`src/lif_pkg.sv`:
```
// Shared types and constants for the leaky integrate-and-fire neuron bank.
`timescale 1ns / 1ps

package lif_pkg;

  localparam int unsigned ID_W     = 4;
  localparam int unsigned DATA_W   = 32;
  localparam int unsigned HOLD_W   = 16;
  localparam int unsigned CFG_IDX_W = 3;

  // Configuration register indexes
  typedef enum logic [CFG_IDX_W-1:0] {
    REG_THRESHOLD        = 3'd0,
    REG_RESET_LEVEL      = 3'd1,
    REG_REST_LEVEL       = 3'd2,
    REG_INPUT_GAIN       = 3'd3,
    REG_STEP_GAIN        = 3'd4,
    REG_REFRACTORY_STEPS = 3'd5,
    REG_OUTPUT_SCALE     = 3'd6
  } lif_cfg_idx_e;

  // Register reset values
  localparam logic signed [DATA_W-1:0] THRESHOLD_RST   = 32'sd327680;
  localparam logic signed [DATA_W-1:0] RESET_LEVEL_RST = -32'sd327680;
  localparam logic signed [DATA_W-1:0] REST_LEVEL_RST  = -32'sd327680;
  localparam logic [DATA_W-1:0]        INPUT_GAIN_RST  = 32'd65536;
  localparam logic [DATA_W-1:0]        STEP_GAIN_RST   = 32'd42949673;
  localparam logic [HOLD_W-1:0]        REFRACT_RST     = 16'd20;
  localparam logic [DATA_W-1:0]        OUT_SCALE_RST   = 32'd65536;

  // Membrane value of a neuron that was never updated (-5.0)
  localparam logic signed [DATA_W-1:0] MEMBRANE_RST = -32'sd327680;
  // Offset taken off the scaled output (5.0)
  localparam logic signed [DATA_W-1:0] SCALE_OFFSET = 32'sd327680;

  typedef struct packed {
    logic signed [DATA_W-1:0] threshold;
    logic signed [DATA_W-1:0] reset_level;
    logic signed [DATA_W-1:0] rest_level;
    logic [DATA_W-1:0]        input_gain;
    logic [DATA_W-1:0]        step_gain;
    logic [HOLD_W-1:0]        refractory_steps;
    logic [DATA_W-1:0]        output_scale;
  } lif_cfg_t;

  typedef struct packed {
    logic [ID_W-1:0]          neuron_id;
    logic signed [DATA_W-1:0] current;
  } lif_item_t;

endpackage

```
`src/lif_front.sv`:
```
// Input side: accept items, map the index to a bank slot, queue them for the back end.
`timescale 1ns / 1ps

module lif_front import lif_pkg::*; #(
  parameter int unsigned NEURONS = 16
) (
  input  logic                              clk_i,
  input  logic                              rst_ni,
  input  logic                              in_valid_i,
  output logic                              in_stall_o,
  input  logic [ID_W-1:0]                   neuron_index_i,
  input  logic signed [DATA_W-1:0]          input_current_i,
  output logic                              q_valid_o,
  output lif_item_t                         q_item_o,
  output logic [((NEURONS > 1) ? $clog2(NEURONS) : 1)-1:0] q_slot_o,
  input  logic                              q_pop_i
);

  localparam int unsigned SlotW   = (NEURONS > 1) ? $clog2(NEURONS) : 1;
  localparam int unsigned IdCount = 1 << ID_W;

  // Slot lookup: index modulo bank size, fixed at elaboration
  logic [SlotW-1:0] slot_tbl [IdCount];
  for (genvar i = 0; i < IdCount; i++) begin : g_slot
    localparam int unsigned SlotVal = i % NEURONS;
    assign slot_tbl[i] = SlotW'(SlotVal);
  end

  // Two-entry queue
  lif_item_t        item_q [2];
  logic [SlotW-1:0] slot_q [2];
  logic             wr_ptr_q, wr_ptr_d;
  logic             rd_ptr_q, rd_ptr_d;
  logic [1:0]       count_q, count_d;
  logic             push;

  assign in_stall_o = (count_q == 2'd2);
  assign push       = in_valid_i && !in_stall_o;
  assign q_valid_o  = (count_q != 2'd0);
  assign q_item_o   = item_q[rd_ptr_q];
  assign q_slot_o   = slot_q[rd_ptr_q];

  // Advance pointers and fill count
  always_comb begin
    wr_ptr_d = push ? ~wr_ptr_q : wr_ptr_q;
    rd_ptr_d = q_pop_i ? ~rd_ptr_q : rd_ptr_q;
    count_d  = count_q;
    if (push && !q_pop_i) begin
      count_d = count_q + 2'd1;
    end else if (q_pop_i && !push) begin
      count_d = count_q - 2'd1;
    end
  end

  always_ff @(posedge clk_i or negedge rst_ni) begin
    if (!rst_ni) begin
      wr_ptr_q <= 1'b0;
      rd_ptr_q <= 1'b0;
      count_q  <= 2'd0;
    end else begin
      wr_ptr_q <= wr_ptr_d;
      rd_ptr_q <= rd_ptr_d;
      count_q  <= count_d;
    end
  end

  // Store the accepted item with its slot
  always_ff @(posedge clk_i) begin
    if (push) begin
      item_q[wr_ptr_q].neuron_id <= neuron_index_i;
      item_q[wr_ptr_q].current   <= input_current_i;
      slot_q[wr_ptr_q]           <= slot_tbl[neuron_index_i];
    end
  end

endmodule

```
`config.mk`:
```
export PLATFORM = sky130hd
export DESIGN_NAME = lif_front
export DESIGN_NICKNAME = d
export VERILOG_FILES = /design/src/lif_pkg.sv /design/src/lif_front.sv
export SDC_FILE = /design/constraint.sdc
export NUM_CORES = 1
export LEC_CHECK = 0
export BUFFER_PORTS_ARGS = -buffer_cell sky130_fd_sc_hd__buf_2
export CAP_MARGIN = 5
export CORE_UTILIZATION = 45
export DETAILED_ROUTE_END_ITERATION = 6
export HOLD_SLACK_MARGIN = 0.05
export PLACE_DENSITY_LB_ADDON = 0.3
export SYNTH_ARGS = -nofsm -noshare
export SYNTH_HDL_FRONTEND = slang
export SYNTH_SLANG_ARGS = --single-unit
```
`constraint.sdc`:
```
create_clock -name clk_i -period 3.6 [get_ports clk_i]
set_clock_uncertainty 0.15 [all_clocks]
set_input_delay 0 -clock clk_i [delete_from_list [all_inputs] [get_ports clk_i]]
set_output_delay 0 -clock clk_i [all_outputs]
set_load 0.05 [all_outputs]
```
==> impl_results.md, run 1 <==
* Status: finished, final reports clean
* RSZ-0062 raised after global routing: no
* First-pass GRT wire length at between 7000 and 8000 µm
* Syn nets at between 150 and 200
* Die width at between 80 and 90 µm
* Crit path required time at around 3.5 ns
* Remaining Overflow, GRT at 0
* CTS tree: yes
* Wire per inst at ~14 µm
* Vias per cell at between 4 and 5
* R2r setup slk at between 1.5 and 2 ns
* CTS Buf Count at 9
* Total Neg Setup Slack at 0 ns
* Netlist cell types at 16
* Fin crit period at 2.21 ns
* Gpl congestion at 0.680
* Pin count of the biggest net entering global routing at 38
* Detailed placement HPWL at between 2000 and 3000 µm
* Die Area at 6940 µm²
* Most common cell after layout, fill and taps aside: buf_2
* Commonest cells after routing, fill and taps aside: 81 x buf_2, 72 x edfxtp_1, 40 x dlygate4sd3_1, 29 x mux2_4, 9 x clkbuf_8
* Final setup viols at 0
* Synth Instances at about 140
* Worst-path cell with the longest stage delay: dfrtp_2
* FILL cells at 474
* Die Span Y at ~83 µm
* Placed instance area at roughly 3400 µm²
* R2R Path End: item_q[0][18]$_DFFE_PP_
* Sequential share of the synthesized area at 0.760
* CP endpoint: q_item_o[15]
* Vias in the first global route at roughly 1600
* Synth warnings at 0
* Final Cell Area at roughly 4000 µm²
* Worst-margin pin slew at roughly 1.1 ns
* Slew Limit Fails at 0
* Slew HR at 0.282
* Max incr delay on CP at ~1.1 ns
* Reg area at 2260 µm²
* Layout Nets at 300
* Htree depth at 3
* Peak supply drop at between 500 and 600 µV
* Number of routed nets with antenna violations at 0
* Max-cap violations at 0
* Growth of design area from synthesis to finish at 34.1%
* Crit end category: output port
* CP Launch Point: rd_ptr_q$_DFFE_PN0P_
* Final period util at 0.613
* Leakage Power at ~0.0016 µW
* Pwr Density at around 900 nW/µm²
* Synth Register Bits at 76
* GRT Total Usage at 0.144
* CP Buf/Inv Count at 1
* Cells along the critical path: mux2_2, buf_2
* Ant diodes at 0
* Root Driver: clkbuf_8
* Stages on the worst setup path at 2
* Initial Utilization at 0.469
* Crit start category: flop
* Reg2reg start: count_q[0]$_DFFE_PN0P_
* CTS Buffer Depth at 2
* Total number of vias at between 1500 and 2000
* CTS sink count at 76
* Post-route DRC at 0
* Largest fanout on the critical path at 37
* Pre-antenna DRT Iters at 4
* Final hold viol count at 0
* Core area at 6350 µm²
* Max Fclk at about 0.45 GHz
* # rows at 29
* Syn Area/Cell at 22.0 µm²
* Share of cells above drive strength 1 at 0.510
* Area occupied by multi-input gates at 609 µm²
* Critical path data arrival time at between 2 and 2.5 ns
* Antenna violations before repair at 0
* Mapped Area at a little under 3000 µm²
* CTS clk-pin slew, worst paths at approximately 0.07 ns
* R2r worst-path depth at 3
* Routed wire length at ~4700 µm
* Min-Delay Path Class: input port to flop
* Ports at just over 80
* # port buffers at a little over 80
* Clock insertion delay at the later pin of the skew report at roughly 0.34 ns
* Hold Crit Depth at 2
* Iter 0 DRT Violations at 38
* Crit path max-delay family: flip-flops
* Setup Crit Path Kind: flop to output port
## state kept, by name, indices dropped and copies added (netlist names)
name and cells:
count_q 2, rd_ptr_q 1, wr_ptr_q 1, item_q 69, slot_q 3
## final cells by class
class | count | area share
clock buffer | 9 | 0.0310
tap | 77 | 0.0241
sequential | 76 | 0.567
multi-input combinational | 48 | 0.153
inverter | 3 | 0.00282
timing repair buffer | 121 | 0.202
clock inverter | 6 | 0.0201
## metrics by stage
step                       util  instances  total power, µW  hold slack (ns)  worst slack, ns
after floorplan               -        135             2720           -0.446            0.878
after global placement    0.533        285             2910           -0.337             1.57
after detailed placement  0.533        285             2920           -0.335             1.52
after CTS                 0.628        340             3620            0.206             1.32
after global routing      0.628        340             3720            0.217             1.27
final                     0.628        340             3590            0.228             1.39
## kinds of logic (layout without fill, tap and decap cells)
| group | after synthesis | in the layout | share of synthesized area |
|---|---|---|---|
| muxes | 36 | 36 | 0.173 |
| DFF | 76 | 76 | 0.760 |
| and+or+nand+nor | 6 | 6 | 0.0101 |
| xor gates and xnor gates | 5 | 5 | 0.0147 |
| adders and majority gates | 1 | 1 | 0.00420 |
| buffers and inverters | 11 | 139 | 0.0378 |
## per-layer routing
| layer | global-route usage | part of all wire | vias to the layer above |
|---|---|---|---|
| li1 | - | - | 762 |
| met1 | 0.141 | 0.38 | 715 |
| met2 | 0.259 | 0.54 | 52 |
| met3 | 0.0447 | 0.055 | 13 |
| met4 | 0.0909 | 0.028 | 0 |
| met5 | 0 | 0 | - |
## report_power, final
part	total (µW)	internal [µW]	leakage, µW	switching (µW)
clock	666	380	0.000100	286
sequential	1380	1210	0.000714	165
combinational	1540	513	0.000815	1030
total	3590	2110	0.00163	1480
## worst min path at each step
stage	startpoint	to
floorplan	rst_ni	count_q[0]$_DFFE_PN0P_
global placement	rst_ni	count_q[1]$_DFFE_PN0P_
CTS	input_current_i[4]	item_q[1][4]$_DFFE_PP_
detailed placement	rst_ni	count_q[0]$_DFFE_PN0P_
global route	input_current_i[5]	item_q[1][5]$_DFFE_PP_
finish	input_current_i[5]	item_q[0][5]$_DFFE_PP_
## cell usage after synthesis, drive strengths merged
library cell	count	area share
and3	1	0.0021
buf	8	0.034
dfrtp	4	0.034
edfxtp	72	0.73
ha	1	0.0042
inv	3	0.0038
mux2	36	0.17
nand2	1	0.0013
nand2b	1	0.0021
nor2	2	0.0025
or2	1	0.0021
xnor2	2	0.0059
xor2	3	0.0088
## timing repair
item	CTS	global route
endpoints found under the hold margin	80	0
buffers inserted	0	0
gates resized for setup	0	0
hold buffers	40	0
Note: power is estimated with default switching activity, not from simulation.
==> run 2, diff against run 1 <==
==> constraint.sdc (replaced) <==
create_clock -name clk_i -period 2.25 [get_ports clk_i]
set_clock_uncertainty 0.15 [all_clocks]
set_input_delay 0 -clock clk_i [delete_from_list [all_inputs] [get_ports clk_i]]
set_output_delay 0 -clock clk_i [all_outputs]
set_load 0.05 [all_outputs]
==> run 2 against run 1 <==
Compared with the run above: routed wire length up 8.2%; count of clock-buffer cells in the layout unchanged; critical endpoint is now q_item_o[6]; largest cell class unchanged; highest routed layer unchanged; power is 67% higher; non-clock buffer count up 5; utilization increased by 1.5 points; first-iteration DRC count is 68% higher; hold slack got worse by 0.0041 ns.
==> impl_results.md, run 2 (synthesis gave the netlist of run 1 again) <==
* R2r worst-path depth at 3 (unchanged)
* Crit path required time at 2.10 ns (-1.35 ns)
* Total Neg Setup Slack at 0 ns (unchanged)
* R2r setup slk at 0.56 ns (-0.95 ns)
* Htree depth at 3 (unchanged)
* Worst-margin pin slew at 0.514 ns (-0.563 ns)
* Status: finished, final reports clean
* Layout Nets at 305 (+1.7%)
* First-pass GRT wire length at 8020 µm (+9.6%)
* Largest fanout on the critical path at 17 (-54%)
* PostCTS Resize Cnt at 0 (unchanged)
* # port buffers at 81 (unchanged)
* Top reg by flops: item_q
* Iter 0 DRT Violations at 64 (+68%)
* Hold Path End: item_q[0][2]$_DFFE_PP_
* Share of cells above drive strength 1 at 0.520 (+0.0109)
* Setup Crit Path Kind: flop to output port
* CTS tree: yes
* Final hold viol count at 0 (unchanged)
* # rows at 29 (unchanged)
* Most common cell after layout, fill and taps aside: buf_2
* Max Fclk at 0.497 GHz
* Die Span Y at 83.3 µm (unchanged)
* Wire per inst at 14.8 µm (+6.3%)
* RSZ-0062 raised after global routing: no
* Largest regs: item_q: 69 flops, slot_q: 3 flops, count_q: 2 flops
* Max-cap violations at 0 (unchanged)
* Hold_buf cts at 40 (unchanged)
* Growth of design area from synthesis to finish at 37.4%
* Commonest cells after routing, fill and taps aside: 81 x buf_2, 72 x edfxtp_1, 40 x dlygate4sd3_1, 29 x mux2_4, 9 x clkbuf_8
* Critical path data arrival time at 1.86 ns (-0.20 ns)
* Ports at 82 (unchanged)
* CTS sink count at 76 (unchanged)
* Min-Delay Path Class: input port to flop
* CTS Buffer Depth at 2 (unchanged)
* Vias per cell at 4.64 (+2.3%)
* R2R Path End: item_q[1][35]$_DFFE_PP_
* Leakage Power at 0.00168 µW (+3.2%)
* Pwr Density at 1460 nW/µm² (+63%)
* Final setup viols at 0 (unchanged)
* Vias in the first global route at 1648 (+1.6%)
* Gpl congestion at 0.644 (-5.3%)
* Total number of vias at 1605 (+4.1%)
* Die Area at 6940 µm² (unchanged)
* Slew Limit Fails at 0 (unchanged)
* Peak supply drop at 1280 µV (+140%)
* Hold path start: input_current_i[2]
* Slew HR at 0.657 (+0.375)
* Reg2reg start: count_q[0]$_DFFE_PN0P_
* Die width at 83.3 µm (unchanged)
* Core area at 6350 µm² (unchanged)
* Number of routed nets with antenna violations at 0 (unchanged)
* Post-CTS repair timing setup buffer count at 0 (unchanged)
* Fin cells at 346 (+1.8%)
* Post-route DRC at 0 (unchanged)
* Root Driver: clkbuf_8
* Clock insertion delay at the later pin of the skew report at 0.33 ns (about the same)
* Placed cell count at 290 (+1.8%)
* Final period util at 0.895
* CTS Buf Count at 9 (unchanged)
* Pin count of the biggest net entering global routing at 25 (-34%)
* Remaining Overflow, GRT at 0 (unchanged)
* Hold Crit Depth at 2 (unchanged)
* Crit start category: flop
* Fin crit period at 2.01 ns
* Antenna violations before repair at 0 (unchanged)
* Ant diodes at 0 (unchanged)
* GRT Total Usage at 0.156 (+0.0129)
* Initial Utilization at 0.469 (unchanged)
* CTS clk-pin slew, worst paths at 0.08 ns (about the same)
* Detailed placement HPWL at 3160 µm (+17%)
* Crit end category: output port
* Largest register FFs at 69 (unchanged)
* Routed wire length at 5120 µm (+8.2%)
* Pre-antenna DRT Iters at 4 (unchanged)
[run 2: cell count changes in the layout (fill, tap and decap cells not counted)]
cell	delta
clkinvlp_4	-1
clkinv_4	+2
clkinv_2	-1
buf_12	+2
bufinv_16	+1
buf_4	+3
[run 2: worst max-delay path, stage by stage (launching register included)]
cell	delay, ns
dfrtp_2	0.70
buf_4	0.29
mux2_4	0.33
buf_2	0.21
[run 2: stage by stage]
stage,hold WS [ns],worst slack [ns],power [µW],area (µm²),util
2_1_floorplan,-0.446,0.121,4360,2980,-
3_3_place_gp,-0.339,0.598,4730,3450,0.543
3_5_place_dp,-0.333,0.567,4760,3450,0.543
4_1_cts,0.210,0.229,6030,4090,0.644
5_1_grt,0.217,0.150,6210,4090,0.644
6_report,0.224,0.236,5980,4090,0.644
[run 2: power by group]
part,switching (µW),internal [µW],leakage (µW)
registers,173,1940,0.000714
logic,1770,883,0.000848
clock network,480,733,0.000118
total,2430,3550,0.00168
[run 2: worst max-delay path by stage]
| stage | end | startpoint | cells after the start |
|---|---|---|---|
| floorplan | item_q[0][0]$_DFFE_PP_ | count_q[0]$_DFFE_PN0P_ | 3 |
| global placement | q_item_o[6] | rd_ptr_q$_DFFE_PN0P_ | 3 |
| detailed placement | item_q[1][24]$_DFFE_PP_ | count_q[0]$_DFFE_PN0P_ | 3 |
| CTS | q_item_o[6] | rd_ptr_q$_DFFE_PN0P_ | 3 |
| global route | q_item_o[6] | rd_ptr_q$_DFFE_PN0P_ | 3 |
| finish | q_item_o[6] | rd_ptr_q$_DFFE_PN0P_ | 3 |
[run 2: area by class of cell]
cell class | instances | area (µm²)
clock buffers | 9 | 124
flip-flops and latches | 76 | 2260
repair buffers | 126 | 868
fillers | 446 | 2260
well taps | 77 | 96.3
inverters | 3 | 11.3
multi-input cells | 48 | 609
clock inverters | 7 | 115
[run 2: per-layer routing]
metal / vias to the layer above / GRT usage / wire length (µm)
met5: - / 0 / 0
met4: 0 / 0.0564 / 40
met3: 5 / 0.0487 / 231
met2: 55 / 0.264 / 2680
met1: 774 / 0.190 / 2170
li1: 771 / - / -
